## src/hdl/plr_pkg.sv

```systemverilog
// plr_pkg: shared types, constants and register map of the plateau learning-rate reducer.
// No dependencies.
package plr_pkg;

    localparam int GROUPS   = 4;
    localparam int RATE_W   = 32;
    localparam int METRIC_W = 32;
    localparam int MARGIN_W = 31;
    localparam int FACTOR_W = 16;
    localparam int COUNT_W  = 16;
    localparam int BAD_W    = 17;
    localparam int ADDR_W   = 5;
    localparam int DATA_W   = 32;

    localparam logic [BAD_W-1:0] BAD_MAX = {BAD_W{1'b1}};

    localparam logic [FACTOR_W-1:0] FACTOR_RST   = 16'd32768;
    localparam logic [COUNT_W-1:0]  PATIENCE_RST = 16'd10;

    typedef enum logic [2:0] {
        REG_MAXIMIZE   = 3'd0,
        REG_MARGIN     = 3'd1,
        REG_FACTOR     = 3'd2,
        REG_PATIENCE   = 3'd3,
        REG_COOLDOWN   = 3'd4,
        REG_FLOOR      = 3'd5,
        REG_MIN_CHANGE = 3'd6
    } t_reg_idx;

    typedef struct packed {
        logic                maximize;
        logic [MARGIN_W-1:0] margin;
        logic [FACTOR_W-1:0] factor;
        logic [COUNT_W-1:0]  patience;
        logic [COUNT_W-1:0]  cooldown;
        logic [RATE_W-1:0]   floor_rate;
        logic [RATE_W-1:0]   min_change;
    } t_cfg;

endpackage

```

## src/hdl/plr_lane.sv

```systemverilog
// plr_lane: one group's rate scaling, floor clamp and minimum-decrease test.
// Depends on plr_pkg.
module plr_lane import plr_pkg::*; (
    input  logic [RATE_W-1:0]   i_rate,
    input  logic [FACTOR_W-1:0] i_factor,
    input  logic [RATE_W-1:0]   i_floor,
    input  logic [RATE_W-1:0]   i_min_change,
    input  logic                i_reduce,
    output logic [RATE_W-1:0]   o_rate,
    output logic                o_lowered
);

    logic [RATE_W+FACTOR_W-1:0] w_prod;
    logic [RATE_W-1:0]          w_scaled;
    logic [RATE_W-1:0]          w_clamped;
    logic [RATE_W-1:0]          w_drop;
    logic                       w_take;

    assign w_prod    = i_rate * i_factor;
    assign w_scaled  = w_prod[RATE_W+FACTOR_W-1:FACTOR_W];
    assign w_clamped = (w_scaled < i_floor) ? i_floor : w_scaled;
    // drop only meaningful when rate is above the clamped value
    assign w_drop    = i_rate - w_clamped;
    assign w_take    = (i_rate > w_clamped) && (w_drop > i_min_change);

    assign o_lowered = i_reduce && w_take;
    assign o_rate    = o_lowered ? w_clamped : i_rate;

endmodule

```

## config.mk

```make
export PLATFORM = sky130hd
export DESIGN_NAME = plr_lane
export DESIGN_NICKNAME = d
export VERILOG_FILES = /design/src/hdl/plr_pkg.sv /design/src/hdl/plr_lane.sv
export SDC_FILE = /design/constraint.sdc
export NUM_CORES = 1
export LEC_CHECK = 0
export BUFFER_PORTS_ARGS = -buffer_cell sky130_fd_sc_hd__buf_2
export CAP_MARGIN = 40
export CORE_ASPECT_RATIO = 1.25
export CORE_UTILIZATION = 35
export DETAILED_ROUTE_END_ITERATION = 12
export PLACE_DENSITY_LB_ADDON = 0.2
export SYNTH_ARGS = -nofsm -noshare
export SYNTH_HDL_FRONTEND = slang
export SYNTH_SLANG_ARGS = --single-unit
```

## constraint.sdc

```tcl
create_clock -name vclk -period 21.2
set_input_delay 4.24 -clock vclk [all_inputs]
set_output_delay 4.24 -clock vclk [all_outputs]
set_load 0.01 [all_outputs]
```

==> impl_metrics.json <==
{
  "min_period_over_period_pct": 100.0,
  "arrival_ns": 16.96,
  "maxCapViolCount": 0,
  "via_per_inst": 5.161,
  "detail-route-antenna-nets": 0,
  "synth_area_leaders": "fa_1, ha_1, inv_1, nand2_1, and2_1",
  "design_area_mm2": 0.02763,
  "grt_antenna_before_repair": 4,
  "grt_max_degree": 59,
  "dp_slack_ns": -0.8367,
  "yosys.area.top_type": "fa_1",
  "grt_overflow_total": 0,
  "flops_and_latches": 0,
  "gp_congestion": 0.9590,
  "synth_cell_types": 78,
  "tightest_slew_ns": 0.6818,
  "layout_commonest_cell": "inv_1",
  "hp-class": "in -> out",
  "hold_viol": 0,
  "grt_pass1_wl_um": 113100,
  "setup_viol": 1,
  "dpl_cell_area_mm2": 0.02538,
  "nets": 3858,
  "min_path_cells": 4,
  "cpPeakStageDelay_ns": 0.61,
  "holdWs_ns": 9.014,
  "crit_path_start_kind": "input port",
  "slowest_stage": "fa_1",
  "violations": "DRC, setup timing",
  "cp.depth": 58,
  "post-place-cells": 3794,
  "synth_fp_nets": 3376,
  "ios": 146,
  "fmax_mhz": 47.16,
  "cp_common_cell": "a21o_1",
  "finalNonFillerCells": 3878,
  "nClkBuffers": 0,
  "final_cell_mix": "inv_1, buf_4, fa_1, nand2_1, ha_1",
  "worst-setup-path-type": "in -> out",
  "port_buffers": 146,
  "grt_pass1_vias": 21030,
  "dieArea_mm2": 0.06088,
  "drc_errors": 2,
  "status": "finished, violations left",
  "maxSlewViolCount": 0,
  "rsz0062_at_grt": "yes",
  "netlist_area_mm2": 0.02096,
  "endpoint_kind": "output port",
  "required_ns": 16.96,
  "crit_family": "compound AO/OA/AOI/OAI gates",
  "drt-initial-drc-count": 989,
  "synth_top_area_share_pct": 39.83,
  "setup_ws_ns": -0.003245,
  "start_util_pct": 35.63,
  "cts_hold_buffers": 0,
  "die-width_um": 220.9,
  "yosysSeqAreaShare_pct": 0,
  "dp_hpwl_um": 61260,
  "avgSynthCellArea_um2": 7.943,
  "max_slew_margin_pct": 54.55,
  "row_count": 99,
  "regArea_um2": 0,
  "drt_wl_total_um": 73380,
  "cp_num_buf_inv": 11,
  "drive_gt1_share_pct": 27.77,
  "synth_warnings": 0,
  "fp.dieH_um": 275.6,
  "grt_use_total_pct": 23.53,
  "syn_inst": 2639,
  "synthToLayoutAreaGrowth_pct": 31.82,
  "wl_per_cell_um": 18.92,
  "vias": 20016,
  "core_area_mm2": 0.05884,
  "crit_fanout": 8,
  "drt_pass1_iterations": 9,
  "fin_crit_ns": 21.20
}
timing repair:
action,4_1_cts,5_1_grt
cloned,1,7
setup endpoints to repair,33,33
pin swaps,55,142
gates resized for setup,107,292
setup buffers,18,58
hold endpoints to repair,0,0
tightest hold or removal path, cell delays in order:
cell and delay (ns):
buf_6 0.15, nand4_1 0.09, nand3_1 0.11, buf_2 0.16
kinds of logic (layout without fill, tap and decap cells):
family / Yosys count / after routing / share of synthesized area (%)
mux: 7 / 7 / 0.3581
fa+ha+maj: 625 / 625 / 52.24
other cells: 0 / 2 / 0
xor+xnor: 58 / 58 / 2.423
buf+inv: 713 / 1193 / 12.96
compound gates: 352 / 352 / 11.48
simple gates: 884 / 884 / 20.55
Yosys cell counts, drive strengths merged, types with 11 or more instances:
library cell	n
inv	549
fa	417
nand2	403
ha	207
and2	190
clkbuf	143
a21oi	92
nor2	71
nand3	56
nand4	55
o21ai	54
a21o	47
xnor2	38
nor3	36
a31oi	27
and3	25
buf	21
xor2	20
o211ai	19
o31ai	17
nor2b	13
a221oi	12
a211oi	11
per-layer routing:
metal | part of all wire, % | track usage, % | up-vias
met1 | 39 | 27.60 | 10129
li1 | - | - | 9241
met4 | 3.7 | 7.932 | 0
met5 | 0 | 0 | -
met2 | 54 | 46.18 | 512
met3 | 2.9 | 0.4152 | 134
worst paths after layout:
check / from / to / slack [ns]
min: i_rate[21] / o_rate[21] / 9.01
max: i_rate[16] / o_rate[15] / -0.003
stage by stage:
| stage | setup TNS, ns | utilization (%) |
|---|---|---|
| CTS | 0 | 44.05 |
| detailed placement | -24.17 | 43.14 |
| global route | -10.16 | 46.96 |
| finish | -0.003245 | 46.96 |
| global placement | -17.45 | 43.14 |
| floorplan | 0 | - |
cell type report:
class | count | area [um2]
diodes | 2 | 5.005
inverters | 549 | 2063
multi-input cells | 1926 | 19300
repair buffers | 644 | 5314
well taps | 757 | 947.2
fillers | 5805 | 31210
Power is left out: the tool's default activity adds up to more than one toggle a clock period on the data nets, which glitch-free logic cannot reach.
