--- config.mk ---
export PLATFORM = sky130hd
export DESIGN_NAME = plr_ctrl
export DESIGN_NICKNAME = d
export VERILOG_FILES = /design/src/hdl/plr_pkg.sv /design/src/hdl/plr_ctrl.sv
export SDC_FILE = /design/constraint.sdc
export NUM_CORES = 1
export LEC_CHECK = 0
export BUFFER_PORTS_ARGS = -buffer_cell sky130_fd_sc_hd__buf_2
export CORE_MARGIN = 3
export CORE_UTILIZATION = 51
export DETAILED_ROUTE_END_ITERATION = 10
export HOLD_SLACK_MARGIN = 0.03
export MAX_ROUTING_LAYER = met4
export PLACE_DENSITY_LB_ADDON = 0.08
export SYNTH_ARGS = -nofsm -noshare
export SYNTH_HDL_FRONTEND = slang
export SYNTH_SLANG_ARGS = --single-unit
--- constraint.sdc ---
create_clock -name i_clk -period 13.7 [get_ports i_clk]
set_input_delay 4.11 -clock i_clk [delete_from_list [all_inputs] [get_ports i_clk]]
set_output_delay 4.11 -clock i_clk [all_outputs]
set_load 0.05 [all_outputs]
--- src/hdl/plr_pkg.sv ---
// plr_pkg: shared types, constants and register map of the plateau learning-rate reducer.
// No dependencies.
package plr_pkg;

    localparam int GROUPS   = 4;
    localparam int RATE_W   = 32;
    localparam int METRIC_W = 32;
    localparam int MARGIN_W = 31;
    localparam int FACTOR_W = 16;
    localparam int COUNT_W  = 16;
    localparam int BAD_W    = 17;
    localparam int ADDR_W   = 5;
    localparam int DATA_W   = 32;

    localparam logic [BAD_W-1:0] BAD_MAX = {BAD_W{1'b1}};

    localparam logic [FACTOR_W-1:0] FACTOR_RST   = 16'd32768;
    localparam logic [COUNT_W-1:0]  PATIENCE_RST = 16'd10;

    typedef enum logic [2:0] {
        REG_MAXIMIZE   = 3'd0,
        REG_MARGIN     = 3'd1,
        REG_FACTOR     = 3'd2,
        REG_PATIENCE   = 3'd3,
        REG_COOLDOWN   = 3'd4,
        REG_FLOOR      = 3'd5,
        REG_MIN_CHANGE = 3'd6
    } t_reg_idx;

    typedef struct packed {
        logic                maximize;
        logic [MARGIN_W-1:0] margin;
        logic [FACTOR_W-1:0] factor;
        logic [COUNT_W-1:0]  patience;
        logic [COUNT_W-1:0]  cooldown;
        logic [RATE_W-1:0]   floor_rate;
        logic [RATE_W-1:0]   min_change;
    } t_cfg;

endpackage

--- src/hdl/plr_ctrl.sv ---
// plr_ctrl: best-metric tracking, bad-epoch and cooldown counters, reduce decision.
// Depends on plr_pkg.
module plr_ctrl import plr_pkg::*; (
    input  logic                       i_clk,
    input  logic                       i_rst_n,
    input  logic                       i_fire,
    input  logic signed [METRIC_W-1:0] i_metric,
    input  t_cfg                       i_cfg,
    output logic                       o_reduce
);

    logic signed [METRIC_W-1:0] r_best;
    logic                       r_best_vld;
    logic [BAD_W-1:0]           r_bad;
    logic [COUNT_W-1:0]         r_cool;

    logic [BAD_W-1:0]           n_bad;
    logic [COUNT_W-1:0]         n_cool;

    logic signed [METRIC_W+1:0] w_best_x;
    logic signed [METRIC_W+1:0] w_metric_x;
    logic signed [METRIC_W+1:0] w_margin_x;
    logic                       w_better;
    logic [BAD_W-1:0]           w_bad_step;

    // 34-bit compare: best +/- margin can never wrap
    assign w_best_x   = {{2{r_best[METRIC_W-1]}}, r_best};
    assign w_metric_x = {{2{i_metric[METRIC_W-1]}}, i_metric};
    assign w_margin_x = {3'b000, i_cfg.margin};

    always_comb begin
        if (!r_best_vld) begin
            w_better = 1'b1;
        end else if (i_cfg.maximize) begin
            w_better = w_metric_x > (w_best_x + w_margin_x);
        end else begin
            w_better = w_metric_x < (w_best_x - w_margin_x);
        end

        if (w_better) begin
            w_bad_step = '0;
        end else if (r_bad != BAD_MAX) begin
            w_bad_step = r_bad + BAD_W'(1);
        end else begin
            w_bad_step = r_bad;
        end

        n_cool = r_cool;
        n_bad  = w_bad_step;
        if (r_cool != '0) begin
            n_cool = r_cool - COUNT_W'(1);
            n_bad  = '0;
        end

        o_reduce = n_bad > {1'b0, i_cfg.patience};
        if (o_reduce) begin
            n_cool = i_cfg.cooldown;
            n_bad  = '0;
        end
    end

    always_ff @(posedge i_clk) begin
        if (!i_rst_n) begin
            r_best_vld <= 1'b0;
            r_bad      <= '0;
            r_cool     <= '0;
        end else if (i_fire) begin
            r_best_vld <= r_best_vld | w_better;
            r_bad      <= n_bad;
            r_cool     <= n_cool;
        end
    end

    always_ff @(posedge i_clk) begin
        if (i_fire && w_better) begin
            r_best <= i_metric;
        end
    end

endmodule

==> results.py, run 1 <==
metrics = {
    "final_layout": {
        "syn2layout_area_growth_pct": 28.0,
        "finalInstanceArea_um2": 10500,
        "nNetsFinal": 1589,
        "final_common_cell": "buf_4",
        "final_layout_size_suffix_gt1_share_pct": 25.8,
        "final_cells": 1480,
        "final_cell_mix": "buf_4, ha_1, buf_2",
    },
    "critical_path": {
        "critPathBufInv": 5,
        "slowest_delay_ns": 0.40,
        "cp.required_ns": 9.59,
        "r2r_cells": 30,
        "crit_path_top_delay_cell": "or4_1",
        "cp.arrival_ns": 10.02,
        "r2r-end": "r_bad[2]",
        "critical_path.startpoint_type": "input pin",
        "r2r_setup_slack_ns": 6.48,
        "worst-path-max-fanout": 8,
        "worstSetupEndpointType": "output port",
        "crit_family": "compound AO/OA/AOI/OAI gates",
        "crit_type": "input pin to output port",
        "r2r-start": "r_best[14]",
    },
    "yosys": {
        "async_flop_share_pct": 0,
        "ys_top_cells_by_area": "ha_1, edfxtp_1, dfxtp_1, xnor2_1, a21oi_1",
        "synthCells": 1033,
        "synth_xor_area_share_pct": 7.14,
        "ys_types": 81,
        "ys_seq_area_share_pct": 20.0,
        "synth_warnings": 0,
        "synth_nets": 1359,
        "synthSimpleGateAreaFrac_pct": 19.8,
        "synthMuxAreaShare_pct": 0.243,
        "synth.largest_area_cell": "ha_1",
        "synth_area_um2": 8220,
        "synth_edf_count": 32,
        "synth_compound_area_share_pct": 24.1,
        "synth_adder_area_share_pct": 22.6,
        "ys_seq_elements": 66,
        "synth_area_per_cell_um2": 7.96,
        "ys.flop_type": "dfxtp_1",
        "synth.top_cell.area_share_pct": 22.1,
        "synth_top_family_by_area": "compound AO/OA/AOI/OAI gates",
    },
    "clock_network": {
        "cts_max_level": 3,
        "cts_tree": "done",
        "clock_latency_ns": 0.35,
        "cts.sinks": 66,
        "cts.path.max_buffers": 2,
        "cts_root_buffer": "clkbuf_16",
        "clk_pin_slew_ns": 0.06,
        "cts_buffers": 9,
        "cts_hold_buf": 0,
    },
    "drt": {
        "firstDrtPassIters": 4,
        "drt-met1-wl_um": 10200,
        "routed-wl-met2_um": 10800,
        "vias_per_cell": 5.56,
        "ant_nets": 0,
        "wirelength_um": 22300,
        "drt_iter0_markers": 406,
        "wire_per_inst_um": 15.1,
        "drc": 0,
        "highest_layer": "met4",
        "wl_met3_um": 803,
        "via_count": 8225,
    },
    "timing": {
        "finalClockSkew_ns": 0.00787,
        "hold_viol": 0,
        "tightestPinTransition_ns": 0.823,
        "fin_crit_ns": 14.13,
        "fin_ws_ns": -0.430,
        "setup_viol": 1,
        "finalMaxSlewViolations": 0,
        "relSlewSlack_pct": 44.9,
        "fmax_mhz": 70.8,
        "rsz0062_at_grt": "yes",
        "post-route-period-util_pct": 103,
    },
    "pwr": {
        "powerDensity_nw_per_um2": 112,
        "leakagePower_nw": 4.84,
        "irDropWorstVdd_v": 0.000125,
        "fin_total_pwr_mw": 1.18,
    },
    "run_status": {
        "violations": "setup timing",
        "outcome": "finished, violations left",
    },
    "hold_path": {
        "hold_path_end": "r_cool[5]",
        "hold_class": "flop to flop",
        "min_from": "r_cool[5]",
        "whs_path_depth": 2,
    },
    "die": {
        "ios": 180,
        "die_w_um": 133,
        "core_um2": 15500,
        "die_area_um2": 17700,
        "start_util_pct": 53.1,
        "rows": 45,
        "die_y_um": 133,
    },
    "placed_design": {
        "gp_congestion": 0.916,
        "placed_area_um2": 10000,
        "placedCellCount": 1459,
        "dp_hpwl_um": 17900,
        "port_buffers": 99,
        "dp_slack_ns": -0.825,
    },
    "global_route": {
        "antenna_found_initial": 1,
        "grt_pass1_vias": 7976,
        "grt_pass1_wl_um": 37200,
        "overflow": 0,
        "grt_use_total_pct": 26.1,
        "grt_start_max_net_pins": 33,
    },
    "flow_run": {
        "drv_cap": 0,
    },
}
==> cells in the mapped netlist (all sizes together) (12+ instances only) <==
cell and count:
dfxtp 34, inv 92, a21oi 80, xor2 21, nor2b 12, clkbuf 28
nand4 19, nand3 24, nor3 23, nand2b 15, nor2 89, a21o 16
ha 145, o21a 17, a31oi 17, o21ai 62, xnor2 46, edfxtp 32
nand2 78
==> repair_timing <==
| action | CTS | global route |
|---|---|---|
| pin swaps | 13 | 2 |
| resized for setup | 21 | 12 |
| endpoints found under the setup margin | 1 | 1 |
| setup buffers | 4 | 0 |
==> worst max path at each step <==
stage | end | cells after the start | startpoint | slack (ns)
final | o_reduce | 30 | i_cfg[112] | -0.43
after global routing | o_reduce | 29 | i_cfg[121] | -0.71
after CTS | o_reduce | 30 | i_cfg[112] | -0.45
after detailed placement | o_reduce | 30 | i_cfg[112] | -0.83
after global placement | o_reduce | 29 | i_cfg[125] | -0.83
after floorplan | o_reduce | 27 | i_cfg[121] | 0.002
==> metal layers <==
metal | track usage [%] | vias to the layer above
li1 | - | 4235
met3 | 3.38 | 40
met1 | 33.2 | 3773
met2 | 43.2 | 177
met4 | 7.79 | 0
met5 | - | -
==> layout make-up <==
type | instances | area, um^2
clock inverter | 5 | 36.3
multi-input combinational | 836 | 6290
sequential | 66 | 1640
antenna | 1 | 2.50
fill | 1373 | 4960
tap | 211 | 264
timing repair buffer | 257 | 1690
inverter | 93 | 354
clock buffer | 11 | 254
==> per-stage QoR <==
step	setup TNS [ns]	hold WS, ns	util (%)
6_report	-0.430	0.479	68.0
5_1_grt	-0.710	0.521	68.0
4_1_cts	-0.453	0.477	67.7
3_5_place_dp	-0.825	0.469	64.9
2_1_floorplan	0	0.456	-
3_3_place_gp	-0.831	0.469	64.9
==> sequential cells by signal, indices dropped and copies added (netlist names) <==
signal and cells:
r_bad 17, r_best 32, r_best_vld 1, r_cool 16
==> power breakdown <==
part	leakage (nW)	internal, mW	switching (mW)	total, mW
logic	4.11	0.313	0.361	0.674
registers	0.586	0.242	0.0303	0.272
clock network	0.141	0.134	0.0990	0.233
total	4.84	0.689	0.490	1.18
==> cells by family (layout without fill, tap and decap cells) <==
group | Yosys count | count (layout)
compound gates | 295 | 295
buf+inv | 131 | 366
simple gates | 325 | 325
other cells | 0 | 1
mux | 2 | 2
xor+xnor | 67 | 67
flops | 66 | 66
fa+ha+maj | 147 | 147
==> worst min-delay path: cells and delay by family, from the launching register on <==
family | cells | cell delay [ns]
compound gates | 1 | 0.07
flops | 1 | 0.31
simple gates | 1 | 0.05
(Power assumes the default switching activity.)
==> run 2: changes to the inputs <==
--- a/config.mk
+++ b/config.mk
@@ -7,6 +7,6 @@
 export LEC_CHECK = 0
 export BUFFER_PORTS_ARGS = -buffer_cell sky130_fd_sc_hd__buf_2
-export CORE_MARGIN = 3
-export CORE_UTILIZATION = 51
+export CORE_MARGIN = 5
+export CORE_UTILIZATION = 45
 export DETAILED_ROUTE_END_ITERATION = 10
 export HOLD_SLACK_MARGIN = 0.03
==> constraint.sdc (replaced) <==
create_clock -name i_clk -period 13.7 [get_ports i_clk]
set_input_delay 4.11 -clock i_clk [delete_from_list [all_inputs] [get_ports i_clk]]
set_output_delay 4.11 -clock i_clk [all_outputs]
set_load 0.005 [all_outputs]
==> run 2 against run 1 <==
The flow still finishes with violations (setup timing). Register-to-register slack got worse by 0.16 ns. Global-route usage fell by 3.7 points. Design area grew 2.7%. Sequential power about the same. Critical path type unchanged. Largest cell class unchanged.
==> results.py, run 2 (synthesis gave the netlist of run 1 again) <==
metrics = {
    "die": {
        "die_area_um2": 21100,
        "start_util_pct": 45.8,
        "ios": 180,
        "die_y_um": 145,
        "die_w_um": 145,
        "rows": 49,
        "core_um2": 18000,
    },
    "run_status": {
        "violations": "setup timing",
        "outcome": "finished, violations left",
    },
    "timing": {
        "tightestPinTransition_ns": 0.873,
        "hold_viol": 0,
        "relSlewSlack_pct": 41.6,
        "fin_crit_ns": 14.12,
        "finalClockSkew_ns": 0.0187,
        "post-route-period-util_pct": 103,
        "rsz0062_at_grt": "yes",
        "finalMaxSlewViolations": 0,
        "setup_viol": 1,
        "fin_ws_ns": -0.425,
        "fmax_mhz": 70.8,
    },
    "critical_path": {
        "endpoint": "o_reduce",
        "crit_path_top_delay_cell": "or3_4",
        "r2r-end": "r_cool[7]",
        "r2r_cells": 31,
        "critical_path.startpoint_type": "input pin",
        "worst-path-max-fanout": 9,
        "startpoint": "i_cfg[126]",
        "crit_type": "input pin to output port",
        "cp.required_ns": 9.59,
        "worstSetupEndpointType": "output port",
        "cp.arrival_ns": 10.01,
        "r2r_setup_slack_ns": 6.32,
        "slowest_delay_ns": 0.41,
        "r2r-start": "r_best[13]",
    },
    "drt": {
        "drc": 0,
        "firstDrtPassIters": 4,
        "vias_per_cell": 5.48,
        "drt_iter0_markers": 316,
        "ant_nets": 0,
        "wirelength_um": 23600,
        "wire_per_inst_um": 15.7,
        "via_count": 8220,
    },
    "final_layout": {
        "syn2layout_area_growth_pct": 31.4,
        "top_regs": "r_best: 32 flops, r_bad: 17 flops, r_cool: 16 flops",
        "finalInstanceArea_um2": 10800,
        "final_common_cell": "buf_4",
        "final_layout_size_suffix_gt1_share_pct": 27.5,
        "final_cell_mix": "buf_4, ha_1, buf_2",
        "fill_cells": 1698,
        "largest_reg_flops": 32,
        "nNetsFinal": 1591,
        "regMostFlops": "r_best",
    },
    "clock_network": {
        "clk_pin_slew_ns": 0.07,
        "cts_root_buffer": "clkbuf_16",
        "clock_latency_ns": 0.36,
        "cts.path.max_buffers": 2,
        "cts.sinks": 66,
        "cts_buffers": 9,
        "cts_max_level": 3,
        "cts_tree": "done",
    },
    "global_route": {
        "antenna_found_initial": 1,
        "grt_pass1_vias": 8117,
        "grt_start_max_net_pins": 33,
        "overflow": 0,
        "grt_use_total_pct": 22.3,
        "grt_pass1_wl_um": 38700,
    },
    "placed_design": {
        "gp_congestion": 0.886,
        "dp_hpwl_um": 18700,
        "port_buffers": 99,
        "placed_area_um2": 10100,
    },
    "hold_path": {
        "hold_class": "flop to flop",
        "min_from": "r_cool[5]",
    },
    "flow_run": {
        "drv_cap": 0,
    },
    "pwr": {
        "leakagePower_nw": 4.89,
        "powerDensity_nw_per_um2": 112,
        "fin_total_pwr_mw": 1.21,
        "irDropWorstVdd_v": 0.000102,
    },
}
## run 2: changes by cell type in the layout (fill, tap and decap cells not counted), sizes merged
cell	delta
clkinv	-3
clkbuf	-1
inv	+5
clkinvlp	-1
buf	+2
## run 2: stage by stage
step           worst slack, ns  utilization [%]  hold WS (ns)  std cells  setup TNS (ns)
2_1_floorplan         0.000583                -         0.456       1033               0
3_3_place_gp            -0.870             56.0         0.467       1477          -0.870
3_5_place_dp            -0.972             56.0         0.469       1477          -0.972
4_1_cts                 -0.477             58.8         0.479       1495          -0.477
5_1_grt                 -0.679             60.2         0.494       1500          -0.679
6_report                -0.425             60.2         0.475       1500          -0.425
## run 2: report_power, final
part	switching (mW)	leakage [nW]	internal (mW)
sequential	0.0298	0.586	0.242
clock	0.109	0.152	0.137
combinational	0.371	4.16	0.320
## run 2: worst max-delay path: cells and delay by family
family | cells | cell delay, ns
AOI/OAI and AO/OA | 13 | 2.85
and+or+nand+nor | 8 | 1.79
adders and majority gates | 3 | 0.71
buffers and inverters | 5 | 0.53
## run 2: metal layers
layer | track usage, % | wire length [um] | vias to the layer above
li1 | - | - | 4247
met1 | 28.3 | 10900 | 3810
met2 | 37.3 | 11300 | 131
met3 | 2.84 | 869 | 32
met4 | 6.67 | 486 | 0
met5 | - | 0 | -
## run 2: final cells by class
| cell class | count | area [um^2] | area share (%) |
|---|---|---|---|
| sequential | 66 | 1640 | 15.2 |
| tap | 229 | 287 | 2.65 |
| multi-input combinational | 836 | 6480 | 60.0 |
| antenna | 1 | 2.50 | 0.0232 |
| clock inverter | 6 | 50.0 | 0.463 |
| inverter | 93 | 353 | 3.27 |
| timing repair buffer | 259 | 1740 | 16.1 |
| clock buffer | 10 | 250 | 2.32 |
## run 2: worst min-delay path by stage
stage                 to  slack, ns  depth (start not counted)
3_5_place_dp   r_cool[5]       0.47                          2
6_report       r_cool[5]       0.48                          2
4_1_cts        r_cool[5]       0.48                          2
3_3_place_gp   r_cool[5]       0.47                          2
5_1_grt        r_cool[5]       0.49                          2
2_1_floorplan  r_cool[5]       0.46                          2
## run 2: repair_timing
action	4_1_cts	5_1_grt
resized for setup	35	40
endpoints found under the setup margin	1	1
pin swaps	29	37
buffers inserted	3	4
hold buffers	0	0
